### src/hw/rtl/psf_pkg.sv
package psf_pkg;

   // Field widths of the access and result items
   localparam int ADDR_W     = 64;
   localparam int TIME_W     = 48;
   localparam int INTERVAL_W = 32;

   // Layout of one way entry: superpage tag over a 4 KiB page bitmap
   localparam int ENTRY_W  = 64;
   localparam int MAP_W    = 16;
   localparam int TAG_LSB  = 16;
   localparam int TAG_W    = ENTRY_W - TAG_LSB;
   localparam int PAGE_LSB = 12;
   localparam int PAGE_W   = 4;

   localparam logic [INTERVAL_W-1:0] CLEAR_INTERVAL_RESET = 32'd60000;

   // Control sequencer
   typedef enum logic [1:0] {
      S_IDLE,
      S_INDEX,
      S_LOOK
   } state_type;

   // Outcome of the way compare
   typedef struct packed {
      logic hit;
      logic seen;
   } lookup_res_type;

endpackage

### src/hw/rtl/psf_lookup.sv
module psf_lookup
   import psf_pkg::*;
#(
   parameter int WAYS = 4
) (
   input  logic [WAYS*ENTRY_W-1:0] row,
   input  logic [TAG_W-1:0]        tag,
   input  logic [PAGE_W-1:0]       page,
   output logic [WAYS*ENTRY_W-1:0] new_row,
   output lookup_res_type          res
);

   logic [MAP_W-1:0] page_bit;

   assign page_bit = MAP_W'(1) << page;

   // Compare ways from way 0; first match wins, else shift in at way 0
   always_comb begin
      res     = '0;
      new_row = row;
      for (int w = 0; w < WAYS; w++) begin
         if (!res.hit && (row[w*ENTRY_W+TAG_LSB +: TAG_W] == tag)) begin
            res.hit  = 1'b1;
            res.seen = |(row[w*ENTRY_W +: MAP_W] & page_bit);
            new_row[w*ENTRY_W +: MAP_W] = row[w*ENTRY_W +: MAP_W] | page_bit;
         end
      end
      if (!res.hit) begin
         for (int w = WAYS - 1; w > 0; w--) begin
            new_row[w*ENTRY_W +: ENTRY_W] = row[(w-1)*ENTRY_W +: ENTRY_W];
         end
         new_row[ENTRY_W-1:0] = {tag, page_bit};
      end
   end

endmodule

### config.mk
export PLATFORM = sky130hd
export DESIGN_NAME = psf_lookup
export DESIGN_NICKNAME = d
export VERILOG_FILES = /design/src/hw/rtl/psf_pkg.sv /design/src/hw/rtl/psf_lookup.sv
export SDC_FILE = /design/constraint.sdc
export NUM_CORES = 1
export LEC_CHECK = 0
export ABC_AREA = 1
export BUFFER_PORTS_ARGS = -buffer_cell sky130_fd_sc_hd__buf_4
export CORE_AREA = 2 2 218 220
export DETAILED_ROUTE_END_ITERATION = 10
export DIE_AREA = 0 0 220 222
export GPL_ROUTABILITY_DRIVEN = 0
export GPL_TIMING_DRIVEN = 0
export PLACE_DENSITY = 0.48
export SETUP_SLACK_MARGIN = 0.05
export SLEW_MARGIN = 10
export SYNTH_ARGS = -nofsm -noshare
export SYNTH_HDL_FRONTEND = slang
export SYNTH_SLANG_ARGS = --single-unit
### constraint.sdc
create_clock -name vclk -period 3.7
set_input_delay 0.37 -clock vclk [all_inputs]
set_output_delay 0.37 -clock vclk [all_outputs]
set_load 0.02 [all_outputs]
* Yosys cells after proc, flatten, opt, wreduce, memory -nomap -nowiden
Index checks and enable logic that the tools add are counted. Widths: inputs -> output; s select.
Cells by class: equal/unequal tests 4, shifts and indexed selects 1, muxes and demuxes 9, bitwise operators 8, reduce and logical (&&, ||, !) cells 10
Operator list (count):
- $mux 256 | 1
- $eq 48x48->1 | 4
- $and 16x16->16 | 4
- $mux 16 | 4
- $or 16x16->16 | 4
- $reduce_or 16->1 | 4
- $shl 1x4->16 const A | 1
- $mux 2 | 4
- $logic_and 1x1->1 | 3
- $logic_not 1->1 | 3
Storage, ports and cells: register bits 0, bits of input ports 308, output and inout port bits 258

* Depth between registers and ports, before layout
depth in word-level cells 14, depth in mapped cells 18

* Worst setup path before layout
OpenSTA, ideal clock, no wires.
kind input-to-output, start point input port tag[37], end point output port new_row[17], arrival 2.061 ns, required time 3.330 ns, slack 1.269 ns, stages 15, cell sequence buf_2 > inv_2 > nor2_1 > nor2_2 > nand2_1 > nor2_1 > nand2_1 > nor2_1 > nand3_2 > nand2_4 > nor2_8 > nand2_4 > buf_6 > clkbuf_1 > o21ai_0
Between the ends: cells in the longest elaborated chain, start to end 12, elaborated cells between the ends (all ways) 15, classes of those cells 4 x eq/ne; 5 x mux; 6 x reduce/logical
Ends and longest elaborated chain:
- from (decl) | RTL line psf_lookup.sv:7 | input logic [TAG_W-1:0] tag,
- $eq 48x48->1 | RTL line psf_lookup.sv:22 | if (!res.hit && (row[w*ENTRY_W+TAG_LSB +: TAG_W] == tag)) begin
- $mux 2 | RTL line psf_lookup.sv:22
- $logic_not 1->1 | RTL line psf_lookup.sv:22
- $logic_and 1x1->1 | RTL line psf_lookup.sv:22
- $mux 2 | RTL line psf_lookup.sv:22
- $logic_not 1->1 | RTL line psf_lookup.sv:22
- $logic_and 1x1->1 | RTL line psf_lookup.sv:22
- $mux 2 | RTL line psf_lookup.sv:22
- $logic_not 1->1 | RTL line psf_lookup.sv:22
- $logic_and 1x1->1 | RTL line psf_lookup.sv:22
- $mux 2 * | RTL line psf_lookup.sv:22
- $mux 256 * | RTL line psf_lookup.sv:28 | if (!res.hit) begin
- to (decl) | RTL line psf_lookup.sv:9 | output logic [WAYS*ENTRY_W-1:0] new_row,
Mark *: on every way between the ends. The rest lies on a longest branch, timed or not.

* Final worst setup path
start point input port tag[31], end point output port new_row[17]
Same word-level chain as after synthesis.

==> impl_metrics.yaml <==
cells_and_area:
  syn2layout_area_growth_pct: 67.3
  layout_commonest_cell: "nand2_1"
  nets: 2412
  final_cell_mix: "nand2_1, buf_4, nor2_1"
  seq_cells: 0
  layout-drive-gt1-share_pct: 31.2
  nClkBuffers: 0
  final_core_util_pct: 25.9
  n_fill_cell: 5479
  fin_cells: 2713
  seqCellArea_um2: 0
  stdcell_area_mm2: 0.0120
sta:
  fmax_mhz: 292
  relSlewSlack_pct: 54.6
  finalMaxSlewViolations: 0
  setup_viol_count_final: 0
  fin_ws_ps: 273
  period_share_pct: 92.6
  rsz0062_at_grt: "no"
  post-route-min-period_ps: 3430
  report.final.hold_viol_count: 0
  tightest_slew_ps: 681
logic_synthesis:
  yosysSeqAreaShare_pct: 0
  synth.distinct_cells: 31
  synthCells: 1565
  yosys_warnings: 0
  syn_area_mm2: 0.00715
  syn_nets: 1873
  syn_area_per_cell_um2: 4.57
die:
  die_w_um: 220
  dieArea_mm2: 0.0488
  die_y_um: 222
  io_pins: 566
  rows: 79
  start_util_pct: 15.5
  core_area_mm2: 0.0463
setup_path:
  crit_top_cell: "nand2_1"
  path_buf_inv: 5
  cp-start-kind: "primary input"
  arrival_ps: 3060
  cpMaxStageDelayCell: "clkbuf_1"
  cp_slowest_stage_delay_ps: 450
  cp_cell_sequence: "buf_4, inv_2, nand2_1, nand2_1, nand3_1, nor2_1, nand2_1, nor2_2, nand3_2, nand2_4, nor2_8, nand2_4, buf_6, clkbuf_1, o21ai_0, buf_4"
  critPathCaptureType: "primary output"
  critPathTopFamily: "simple AND/OR/NAND/NOR gates"
  cp.required_ps: 3330
  crit_fanout: 10
  critical_path_class: "primary input to primary output"
power:
  pwr_density_cell_mw_per_mm2: 110
  leakage_nw: 6.44
  vdd_drop_max_v: 0.0000448
  total_power_mw: 1.32
detailed_routing:
  vias: 11750
  routed_via_density: 4.33
  dr.pass1.iters: 5
  drt-initial-drc-count: 808
  avgRoutedWirePerCell_um: 20.5
  drt-total-wl_um: 55600
  post-route-drc-count: 0
  final_antenna_net_count: 0
global_route:
  grt_max_degree: 11
  grt_pass1_wl_um: 76100
  grt-ovfl-total: 0
  grt.total_usage_pct: 21.2
  grt_pass1_vias: 11364
  antenna_found_initial: 8
place:
  place_area_mm2: 0.0119
  port_buffers: 537
  dp_slack_ps: -162
  placed_cells: 2709
  dpl.hpwl_um: 47800
outcome:
  status: "complete, no violations"
run:
  max-cap-violations: 0
worst_hold_path:
  worstHoldPathType: "primary input to primary output"
clocking:
  post-cts-setup-buffers: 0
-- synthesized netlist by cell type (2+ instances only) --
cell type	count	share of area, %
nand2_4	2	0.31
nand2_1	847	44
nor2_2	2	0.17
inv_2	20	1.1
buf_6	20	3.2
nor3_1	2	0.14
o21ai_0	68	4.8
nor2_1	136	7.1
xor2_1	10	1.2
buf_4	2	0.21
xnor2_1	121	15
o21bai_1	4	0.42
o21ai_1	58	4.1
a21oi_1	17	1.2
buf_2	55	3.9
o22ai_1	7	0.61
a221oi_1	2	0.25
clkbuf_1	10	0.53
inv_1	122	6.4
or2_2	8	0.70
nand3_1	29	2.0
a22o_1	2	0.25
nand4_1	13	1.1
-- repair_timing --
action / CTS / global route
resized for setup: 2 / 4
pin swaps: 0 / 0
hold buffers: 0 / 0
endpoints found under the setup margin: 20 / 26
-- where the power goes --
part           internal [mW]  leakage (nW)  switching, mW
logic                  0.589          6.44          0.731
registers                  0             0              0
clock network    0.000000146     0.0000254              0
total                  0.589          6.44          0.731
-- layout make-up --
cell class	instances	area [µm²]	share of cell area (%)
buffer	88	572	4.78
inverter	143	537	4.49
timing repair buffer	537	4030	33.7
tap	607	759	6.35
multi-input combinational	1334	6050	50.6
antenna	4	10.0	0.0837
-- worst paths after layout --
path,startpoint,end,cells past startpoint
worst max-delay path,tag[31],new_row[17],16
worst min-delay path,row[9],new_row[9],4
-- routing by layer --
layer,track usage (%),vias up,routed length [µm]
met1,26.7,5326,23400
met2,38.1,561,27300
met3,2.80,64,3720
met5,0,-,23
met4,4.29,4,1180
li1,-,5795,-
-- cell families after synthesis --
kind of cell / count (synthesis) / share of synthesized area (%)
xor+xnor: 131 / 16.0
buf+inv: 231 / 15.5
compound gates: 159 / 11.6
simple gates: 1044 / 56.9
-- through the flow --
step	hold slack, ps	setup TNS [ps]
6_report	1060	0
5_1_grt	1070	0
4_1_cts	1050	0
3_5_place_dp	1050	-772
3_3_place_gp	1050	-593
2_1_floorplan	909	0
No activity file was read; power rests on OpenSTA's default activity.
